### config.mk
export PLATFORM = sky130hd
export DESIGN_NAME = cpu_register_file_with_flags
export DESIGN_NICKNAME = d
export VERILOG_FILES = /design/src/rtl/core/crf_pkg.sv /design/src/rtl/core/cpu_register_file_with_flags.sv
export SDC_FILE = /design/constraint.sdc
export NUM_CORES = 1
export LEC_CHECK = 0
export ABC_CLOCK_PERIOD_IN_PS = 2400
export BUFFER_PORTS_ARGS = -buffer_cell sky130_fd_sc_hd__buf_2
export CORE_MARGIN = 4
export CORE_UTILIZATION = 39
export CTS_CLUSTER_SIZE = 20
export DETAILED_ROUTE_END_ITERATION = 8
export GPL_TIMING_DRIVEN = 0
export SLEW_MARGIN = 20
export SYNTH_ARGS = -nofsm -noshare
export SYNTH_HDL_FRONTEND = slang
export SYNTH_SLANG_ARGS = --single-unit
export TNS_END_PERCENT = 1
### constraint.sdc
create_clock -name clock -period 2.4 [get_ports clock]
set_input_delay 0.24 -clock clock [delete_from_list [all_inputs] [get_ports clock]]
set_output_delay 0.24 -clock clock [all_outputs]
set_load 0.05 [all_outputs]
### src/rtl/core/crf_pkg.sv
// Shared types, request codes and helpers for the CPU register file.
package crf_pkg;

   typedef enum logic [2:0] {
      REQ_READ_REG  = 3'd0,
      REQ_WRITE_REG = 3'd1,
      REQ_READ_IE   = 3'd2,
      REQ_WRITE_IE  = 3'd3,
      REQ_SET_FLAGS = 3'd4,
      REQ_TEST_COND = 3'd5
   } req_code_type;

   typedef enum logic [3:0] {
      SEL_NONE = 4'd0,
      SEL_A    = 4'd1,
      SEL_F    = 4'd2,
      SEL_B    = 4'd3,
      SEL_C    = 4'd4,
      SEL_D    = 4'd5,
      SEL_E    = 4'd6,
      SEL_H    = 4'd7,
      SEL_L    = 4'd8,
      SEL_AF   = 4'd9,
      SEL_BC   = 4'd10,
      SEL_DE   = 4'd11,
      SEL_HL   = 4'd12,
      SEL_PC   = 4'd13,
      SEL_SP   = 4'd14
   } reg_sel_type;

   typedef enum logic [1:0] {
      FLAG_CLEAR = 2'd0,
      FLAG_SET   = 2'd1,
      FLAG_KEEP  = 2'd2
   } flag_ctl_type;

   typedef enum logic [2:0] {
      COND_ALWAYS = 3'd0,
      COND_C      = 3'd1,
      COND_NC     = 3'd2,
      COND_Z      = 3'd3,
      COND_NZ     = 3'd4
   } cond_code_type;

   typedef logic [7:0] byte_type;

   localparam int unsigned NUM_BYTE_REGS = 8;

   localparam logic [2:0] IDX_A = 3'd0;
   localparam logic [2:0] IDX_F = 3'd1;
   localparam logic [2:0] IDX_B = 3'd2;
   localparam logic [2:0] IDX_C = 3'd3;
   localparam logic [2:0] IDX_D = 3'd4;
   localparam logic [2:0] IDX_E = 3'd5;
   localparam logic [2:0] IDX_H = 3'd6;
   localparam logic [2:0] IDX_L = 3'd7;

   localparam int unsigned FLAG_Z_BIT = 7;
   localparam int unsigned FLAG_N_BIT = 6;
   localparam int unsigned FLAG_H_BIT = 5;
   localparam int unsigned FLAG_C_BIT = 4;

   // Codes other than clear and set leave the flag as it is.
   function automatic logic apply_flag(input logic [1:0] ctl, input logic cur);
      logic res;
      res = cur;
      case (ctl)
         FLAG_CLEAR: res = 1'b0;
         FLAG_SET:   res = 1'b1;
         default:    res = cur;
      endcase
      return res;
   endfunction

endpackage

### src/rtl/core/cpu_register_file_with_flags.sv
// Top level of the CPU register file with flag update and condition test.
// An input transfer's result is registered and valid on rsp_ in the next cycle.
// One request per cycle unless req_stall; the result register frees as it is taken.
// Reset: synchronous, active high; clears byte registers, PC, SP, IE, rsp_valid.
// State updates at the input transfer edge, so the next request sees them.
module cpu_register_file_with_flags (
   input  logic        clock,
   input  logic        reset,
   input  logic        req_valid,
   output logic        req_stall,
   input  logic [2:0]  req_type,
   input  logic [3:0]  req_reg_sel,
   input  logic [15:0] req_write_value,
   input  logic [1:0]  req_zero_ctl,
   input  logic [1:0]  req_sub_ctl,
   input  logic [1:0]  req_half_ctl,
   input  logic [1:0]  req_carry_ctl,
   input  logic [2:0]  req_cond_code,
   output logic        rsp_valid,
   input  logic        rsp_stall,
   output logic [15:0] rsp_read_data,
   output logic        rsp_cond_true
);

   crf_pkg::byte_type byte_regs_ff [crf_pkg::NUM_BYTE_REGS];
   crf_pkg::byte_type byte_regs_in [crf_pkg::NUM_BYTE_REGS];
   logic [15:0]       pc_ff, pc_in;
   logic [15:0]       sp_ff, sp_in;
   logic [7:0]        ie_ff, ie_in;
   logic              rsp_valid_ff, rsp_valid_in;
   logic [15:0]       read_data_ff, read_data_in;
   logic              cond_true_ff, cond_true_in;
   logic              accept;
   logic [15:0]       reg_read;
   logic              cond_eval;
   crf_pkg::byte_type flags;

   assign req_stall = rsp_valid_ff & rsp_stall;
   assign accept    = req_valid & ~req_stall;
   assign flags     = byte_regs_ff[crf_pkg::IDX_F];

   always_comb begin
      unique case (req_reg_sel)
         crf_pkg::SEL_A:  reg_read = {8'h00, byte_regs_ff[crf_pkg::IDX_A]};
         crf_pkg::SEL_F:  reg_read = {8'h00, byte_regs_ff[crf_pkg::IDX_F]};
         crf_pkg::SEL_B:  reg_read = {8'h00, byte_regs_ff[crf_pkg::IDX_B]};
         crf_pkg::SEL_C:  reg_read = {8'h00, byte_regs_ff[crf_pkg::IDX_C]};
         crf_pkg::SEL_D:  reg_read = {8'h00, byte_regs_ff[crf_pkg::IDX_D]};
         crf_pkg::SEL_E:  reg_read = {8'h00, byte_regs_ff[crf_pkg::IDX_E]};
         crf_pkg::SEL_H:  reg_read = {8'h00, byte_regs_ff[crf_pkg::IDX_H]};
         crf_pkg::SEL_L:  reg_read = {8'h00, byte_regs_ff[crf_pkg::IDX_L]};
         crf_pkg::SEL_AF: reg_read = {byte_regs_ff[crf_pkg::IDX_A],
                                      byte_regs_ff[crf_pkg::IDX_F]};
         crf_pkg::SEL_BC: reg_read = {byte_regs_ff[crf_pkg::IDX_B],
                                      byte_regs_ff[crf_pkg::IDX_C]};
         crf_pkg::SEL_DE: reg_read = {byte_regs_ff[crf_pkg::IDX_D],
                                      byte_regs_ff[crf_pkg::IDX_E]};
         crf_pkg::SEL_HL: reg_read = {byte_regs_ff[crf_pkg::IDX_H],
                                      byte_regs_ff[crf_pkg::IDX_L]};
         crf_pkg::SEL_PC: reg_read = pc_ff;
         crf_pkg::SEL_SP: reg_read = sp_ff;
         default:         reg_read = 16'h0000;
      endcase
   end

   always_comb begin
      unique case (req_cond_code)
         crf_pkg::COND_ALWAYS: cond_eval = 1'b1;
         crf_pkg::COND_C:      cond_eval = flags[crf_pkg::FLAG_C_BIT];
         crf_pkg::COND_NC:     cond_eval = ~flags[crf_pkg::FLAG_C_BIT];
         crf_pkg::COND_Z:      cond_eval = flags[crf_pkg::FLAG_Z_BIT];
         crf_pkg::COND_NZ:     cond_eval = ~flags[crf_pkg::FLAG_Z_BIT];
         default:              cond_eval = 1'b0;
      endcase
   end

   always_comb begin
      byte_regs_in = byte_regs_ff;
      pc_in        = pc_ff;
      sp_in        = sp_ff;
      ie_in        = ie_ff;
      read_data_in = read_data_ff;
      cond_true_in = cond_true_ff;
      rsp_valid_in = rsp_valid_ff & rsp_stall;
      if (accept) begin
         rsp_valid_in = 1'b1;
         read_data_in = 16'h0000;
         cond_true_in = 1'b0;
         unique case (req_type)
            crf_pkg::REQ_READ_REG: read_data_in = reg_read;
            crf_pkg::REQ_WRITE_REG: begin
               unique case (req_reg_sel)
                  crf_pkg::SEL_A: byte_regs_in[crf_pkg::IDX_A] = req_write_value[7:0];
                  crf_pkg::SEL_F: byte_regs_in[crf_pkg::IDX_F] = req_write_value[7:0];
                  crf_pkg::SEL_B: byte_regs_in[crf_pkg::IDX_B] = req_write_value[7:0];
                  crf_pkg::SEL_C: byte_regs_in[crf_pkg::IDX_C] = req_write_value[7:0];
                  crf_pkg::SEL_D: byte_regs_in[crf_pkg::IDX_D] = req_write_value[7:0];
                  crf_pkg::SEL_E: byte_regs_in[crf_pkg::IDX_E] = req_write_value[7:0];
                  crf_pkg::SEL_H: byte_regs_in[crf_pkg::IDX_H] = req_write_value[7:0];
                  crf_pkg::SEL_L: byte_regs_in[crf_pkg::IDX_L] = req_write_value[7:0];
                  crf_pkg::SEL_AF: begin
                     byte_regs_in[crf_pkg::IDX_A] = req_write_value[15:8];
                     byte_regs_in[crf_pkg::IDX_F] = req_write_value[7:0];
                  end
                  crf_pkg::SEL_BC: begin
                     byte_regs_in[crf_pkg::IDX_B] = req_write_value[15:8];
                     byte_regs_in[crf_pkg::IDX_C] = req_write_value[7:0];
                  end
                  crf_pkg::SEL_DE: begin
                     byte_regs_in[crf_pkg::IDX_D] = req_write_value[15:8];
                     byte_regs_in[crf_pkg::IDX_E] = req_write_value[7:0];
                  end
                  crf_pkg::SEL_HL: begin
                     byte_regs_in[crf_pkg::IDX_H] = req_write_value[15:8];
                     byte_regs_in[crf_pkg::IDX_L] = req_write_value[7:0];
                  end
                  crf_pkg::SEL_PC: pc_in = req_write_value;
                  crf_pkg::SEL_SP: sp_in = req_write_value;
                  default: ;
               endcase
            end
            crf_pkg::REQ_READ_IE:  read_data_in = {8'h00, ie_ff};
            crf_pkg::REQ_WRITE_IE: ie_in = req_write_value[7:0];
            crf_pkg::REQ_SET_FLAGS: begin
               byte_regs_in[crf_pkg::IDX_F][crf_pkg::FLAG_Z_BIT] =
                  crf_pkg::apply_flag(req_zero_ctl, flags[crf_pkg::FLAG_Z_BIT]);
               byte_regs_in[crf_pkg::IDX_F][crf_pkg::FLAG_N_BIT] =
                  crf_pkg::apply_flag(req_sub_ctl, flags[crf_pkg::FLAG_N_BIT]);
               byte_regs_in[crf_pkg::IDX_F][crf_pkg::FLAG_H_BIT] =
                  crf_pkg::apply_flag(req_half_ctl, flags[crf_pkg::FLAG_H_BIT]);
               byte_regs_in[crf_pkg::IDX_F][crf_pkg::FLAG_C_BIT] =
                  crf_pkg::apply_flag(req_carry_ctl, flags[crf_pkg::FLAG_C_BIT]);
            end
            crf_pkg::REQ_TEST_COND: cond_true_in = cond_eval;
            default: ;
         endcase
      end
   end

   always_ff @(posedge clock) begin
      if (reset) begin
         for (int i = 0; i < crf_pkg::NUM_BYTE_REGS; i++) begin
            byte_regs_ff[i] <= 8'h00;
         end
         pc_ff        <= 16'h0000;
         sp_ff        <= 16'h0000;
         ie_ff        <= 8'h00;
         rsp_valid_ff <= 1'b0;
      end else begin
         byte_regs_ff <= byte_regs_in;
         pc_ff        <= pc_in;
         sp_ff        <= sp_in;
         ie_ff        <= ie_in;
         rsp_valid_ff <= rsp_valid_in;
      end
   end

   always_ff @(posedge clock) begin
      read_data_ff <= read_data_in;
      cond_true_ff <= cond_true_in;
   end

   assign rsp_valid     = rsp_valid_ff;
   assign rsp_read_data = read_data_ff;
   assign rsp_cond_true = cond_true_ff;

endmodule
-- Word-level counts from Yosys, hierarchy flattened
Index checks and enable logic that the tools add are counted.
- input port bits: 38
- register bits: 122
- output and inout port bits: 19
- word-level logic and storage cells: 99
- mux-type cells: 14
- reductions and logical operators: 30
- bitwise operators: 5
- equal/unequal tests: 32
- operator list (cell ; number):
    case mux 16 bit (14 select lines) ; 1
    case mux 8 bit (2 select lines) ; 4
    case mux 16 bit (2 select lines) ; 1
    AND reduction 3 bit ; 10
    == test 4 bit (second input constant) ; 7
    == test 4 x 3 -> 1 bit (second input constant) ; 4
    AND reduction 4 bit ; 4
    == test 3 x 2 -> 1 bit (second input constant) ; 4
    != test 3 x 1 -> 1 bit (second input constant) ; 4
    nonzero test 2 bit ; 5
    == test 3 bit (second input constant) ; 3
    == test 2 x 1 -> 1 bit (second input constant) ; 4
    == test 4 x 2 -> 1 bit (second input constant) ; 2
    zero test 2 bit ; 4
    2-to-1 mux 8 bit ; 1
    case mux 1 bit (2 select lines) ; 4
    case mux 4 bit (2 select lines) ; 1
    OR reduction 2 bit ; 4
    == test 3 x 1 -> 1 bit (second input constant) ; 2
    zero test 3 bit ; 2
    case mux 1 bit (5 select lines) ; 1
    == test 4 x 1 -> 1 bit (second input constant) ; 1
    inverter 1 bit ; 3
    bitwise AND 1 bit ; 2
    other kinds (3) ; 3

-- Longest topological paths before layout
- depth in word-level cells: 4
- gate-level depth with buffers: 8
- gate-level depth less buffers: 5

-- Least setup slack after synthesis
Ideal clock, no wire load.
- kind: register to register
- from: reg rsp_valid_ff, in the netlist rsp_valid
- to: reg sp_ff[0]
- setup time: 0.128 ns
- arrival time: 2.167 ns
- buffers on the path: 2
- period minus slack after synthesis: 2.295 ns
- path slack: 0.105 ns
- cell stages (with the launch flop): 8
- data required time: 2.272 ns
- cells stage by stage: dfxtp_1 a21bo_2 inv_1 and4_1 buf_2 buf_4 mux2i_1 nor2_1
- word-level cells in the longest chain between the ends: 4
- ends and longest elaborated chain (item ; line ; RTL):
    start: declaration ; cpu_register_file_with_flags.sv:30 ; logic rsp_valid_ff, rsp_valid_in;
    start signal: assignment ; cpu_register_file_with_flags.sv:154 ; rsp_valid_ff <= rsp_valid_in;
    bitwise AND 1 bit ; cpu_register_file_with_flags.sv:38 ; assign req_stall = rsp_valid_ff & rsp_stall;
    inverter 1 bit ; cpu_register_file_with_flags.sv:39 ; assign accept = req_valid & ~req_stall;
    bitwise AND 1 bit ; cpu_register_file_with_flags.sv:39 ;
    via accept ; cpu_register_file_with_flags.sv:33 ; logic accept;
    AND reduction 3 bit (no line) ; n/a ;
    end signal: assignment ; cpu_register_file_with_flags.sv:152 ; sp_ff <= sp_in;
    end: declaration ; cpu_register_file_with_flags.sv:28 ; logic [15:0] sp_ff, sp_in;
The timed path passes the listed nets, and every way through them passes these cells.
A chain may end at the register's enable or synchronous reset.

-- Worst setup path in the final report
- from: reg rsp_valid_ff, in the netlist rsp_valid
- to: reg byte_regs_ff[44] (netlist name)
- word-level cells in the longest chain between the ends: 4
- ends and longest elaborated chain (item ; line ; RTL):
    bitwise AND 1 bit ; cpu_register_file_with_flags.sv:38 ;
    inverter 1 bit ; cpu_register_file_with_flags.sv:39 ;
    bitwise AND 1 bit ; cpu_register_file_with_flags.sv:39 ;
    AND reduction 3 bit (no line) ; n/a ;
    end signal: assignment ; cpu_register_file_with_flags.sv:150 ; byte_regs_ff <= byte_regs_in;
    end: declaration ; cpu_register_file_with_flags.sv:25 ; crf_pkg::byte_type byte_regs_ff [crf_pkg::NUM_BYTE_REGS];
Every way passes these cells.

==> key figures <==
Yosys
  – Post-synth ARST share: 0
  – Netlist cell types: 65
  – Mapped Cells: 707
  – Synth Warn #: 0
  – Cell area after synthesis: 6490 sq um
  – Yosys reg bits: 122
  – Synthesized area per cell: approximately 9.2 sq um
  – Sequential cell area fraction in the yosys report: 0.402
  – Primary FF master, synth: dfxtp_1
  – Synth Net Count: 745
  – Post-synth EDFFs: 17

Worst setup path
  – CP top delay family: compound AO/OA/AOI/OAI gates
  – WS Path Type: flop to flop
  – Crit-path max FO: 10
  – Crit path required time: 2.72 ns
  – Worst setup EP type: flop
  – CP max-delay cell: nor3_2
  – CP max stage delay: between 0.5 and 0.6 ns
  – Critical Path AT: 2.60 ns
  – Worst Setup Start Kind: flop
  – Critical path, cell by cell: a21bo_2 > nor3_2 > clkbuf_1 > a21oi_1 > a311oi_1
  – Internal reg-to-reg setup slack: ~0.12 ns
  – Bufs and invs on worst path: 1

Timing
  – Fmax: about 440 MHz
  – Final setup viols: 0
  – Tmin final: 2.28 ns
  – Slew Limit Headroom: 0.316
  – Worst-margin pin slew: 1.02 ns
  – Worst clock skew: 0.00723 ns
  – RSZ-0062 raised after global routing: no
  – Hold_ws: 0.0366 ns
  – Fin crit share: 0.950
  – Fin. Hold Viols: 0
  – Max-slew violation count: 0
  – Post-Route Setup TNS: 0 ns

Drt
  – DRT iter0 DRCs: 699
  – Antenna-violating nets left: 0
  – First-pass DRT Iterations: 6
  – DRC: 0
  – Post-DR vias/cell: 6.14
  – WL per Instance: 24.8 um
  – DR vias: 6,196
  – WL final: 25,000 um

Final layout
  – Area grow syn2layout: 17.7%
  – Register Area: 2610 sq um
  – Layout cells sized above 1: 0.174
  – Number of diodes: 0
  – Final Non-Filler Cells: 1,009
  – Nets: 818
  – Design Area, Final: approximately 7600 sq um
  – Fill cells: 1,592
  – Multi-input logic area: about 3500 sq um

Floorplanning
  – I/O pins: 57
  – Core Rows: 46
  – Initial Utilization: 0.403
  – Die width: 137 um
  – Core Area: 16,100 sq um
  – Chip height: around 140 um
  – Die area: 18,800 sq um

GRT
  – Congestion Overflow GR: 0
  – Vias in the first global route: 6,106
  – Global router's overall resource usage: 0.271
  – Largest net degree at the start of global routing: 17
  – First-pass GRT wire length: 37,300 um
  – Initial antenna violation count: 0

Clock network
  – TritonCTS clock tree: yes
  – CTS Buf Count: 17
  – CTS max path bufs: 2
  – CTS HTree Levels: 4
  – Post-CTS Hold Fix Bufs: 0
  – Sink Count: 122
  – Reg clk slew, reported paths: around 0.06 ns
  – CTS root buffer: clkbuf_16
  – Worst-skew pair later-pin latency: 0.43 ns

Worst hold path
  – Path type of the worst min-delay path: primary input to flop

Place
  – Final GP Congestion: 0.953
  – Post-placement cell area: 7030 sq um
  – IO buf count: 53
  – HPWL Detailed: between 15,000 and 20,000 um
  – Dpl cells: a little under 1k

Power and ir drop
  – Leak: 2.60 nW
  – Power Dens Cells: just under 700 nW/um^2
  – Power Total: roughly 5.3 mW
  – VDD IR max: 0.422 mV

Outcome
  – Outcome: finished clean

Flow run
  – # Max-Cap Violations: 0
[layout by cell type, fill, tap and decap left out, types with 9 or more instances in the layout]
cell | netlist | layout
nand2_1 | 59 | 59
nand3b_1 | 13 | 13
a211oi_1 | 10 | 10
a22oi_1 | 11 | 11
buf_2 | 23 | 76
dfxtp_1 | 105 | 105
a21oi_1 | 53 | 53
a32oi_1 | 9 | 9
nor3b_1 | 9 | 9
a221oi_1 | 15 | 15
nor2_1 | 81 | 81
nor2b_1 | 9 | 9
clkbuf_16 | 0 | 17
o21ai_0 | 19 | 19
edfxtp_1 | 17 | 17
mux2i_1 | 84 | 84
clkbuf_1 | 34 | 35
nand3_1 | 11 | 11
a311oi_1 | 22 | 22
[worst paths after layout]
| path | start | endpoint | cells past startpoint |
|---|---|---|---|
| max | rsp_valid | byte_regs_ff[44] | 5 |
| min | req_valid | rsp_valid | 3 |
| max reg2reg | rsp_valid | byte_regs_ff[44] | 5 |
| min reg2reg | byte_regs_ff[21] | byte_regs_ff[21] | 2 |
[registers in the layout, summed over array words and instances, names as in the netlist]
name,cells
sp_ff,16
rsp_valid,1
pc_ff,16
rsp_read_data,16
ie_ff,8
flags,8
byte_regs_ff,56
rsp_cond_true,1
[worst reg2reg max path, delay by kind of cell (launching register included)]
family / cells / cell delay (ns)
and+or+nand+nor: 1 / 0.55
AOI/OAI and AO/OA: 3 / 0.78
buffers and inverters: 1 / 0.53
DFF: 1 / 0.32
[synthesized netlist by cell type (4+ instances only)]
cell / number / area share
a211oi_1: 10 / 0.012
a21oi_1: 53 / 0.041
a221oi_1: 15 / 0.020
a22o_1: 7 / 0.0094
a22oi_1: 11 / 0.013
a311oi_1: 22 / 0.030
a31oi_1: 4 / 0.0039
a32oi_1: 9 / 0.012
and3_1: 4 / 0.0039
and3b_1: 4 / 0.0054
and4b_1: 7 / 0.011
buf_1: 4 / 0.0023
buf_2: 23 / 0.018
buf_4: 7 / 0.0081
clkbuf_1: 34 / 0.020
dfxtp_1: 105 / 0.32
edfxtp_1: 17 / 0.079
inv_1: 7 / 0.0040
mux2_2: 7 / 0.012
mux2i_1: 84 / 0.13
nand2_1: 59 / 0.034
nand2b_1: 6 / 0.0058
nand3_1: 11 / 0.0085
nand3b_1: 13 / 0.015
nor2_1: 81 / 0.047
nor2b_1: 9 / 0.0087
nor3_1: 4 / 0.0031
nor3b_1: 9 / 0.010
o211ai_1: 5 / 0.0058
o21a_1: 7 / 0.0081
o21ai_0: 19 / 0.015
[what timing repair did]
item                       in CTS  in global routing
setup endpoints to repair      29                  0
buffers inserted                0                  0
resized for setup               1                  0
[per-layer routing]
layer / GRT usage / up-vias / wire length, um
met5: 0 / - / 0
met3: 0.0563 / 55 / 2290
li1: - / 2780 / -
met4: 0.114 / 0 / 796
met2: 0.411 / 367 / 11100
met1: 0.375 / 2994 / 10900
[cells by family after synthesis]
family                 after synthesis  share of synthesized area
AND/OR/NAND/NOR                    232                      0.191
AO/OA/AOI/OAI                      183                      0.203
flip-flops                         122                      0.402
multiplexers                        93                      0.149
buffers and inverters               77                     0.0553
[final cells by class]
cell class | instances | share of cell area
clock inverters | 14 | 0.0234
well taps | 216 | 0.0353
flip-flops and latches | 122 | 0.342
repair buffers | 53 | 0.0347
multi-input cells | 508 | 0.461
repair inverters | 1 | 0.000655
inverters | 7 | 0.00393
plain buffers | 70 | 0.0435
clock buffers | 18 | 0.0561
[report_power, final]
part           total (mW)  leakage [nW]  internal (mW)  switching, mW
clock network        2.68         0.291           1.72          0.958
registers            2.11          1.02           2.09         0.0119
logic               0.505          1.29          0.130          0.375
total                5.29          2.60           3.94           1.34
[metrics by stage]
step           utilization  worst slack (ns)
6_report             0.474             0.120
5_1_grt              0.474            0.0692
4_1_cts              0.474             0.173
3_5_place_dp         0.436            -0.380
3_3_place_gp         0.436            -0.303
2_1_floorplan            -             0.105
(Power assumes the default switching activity.)
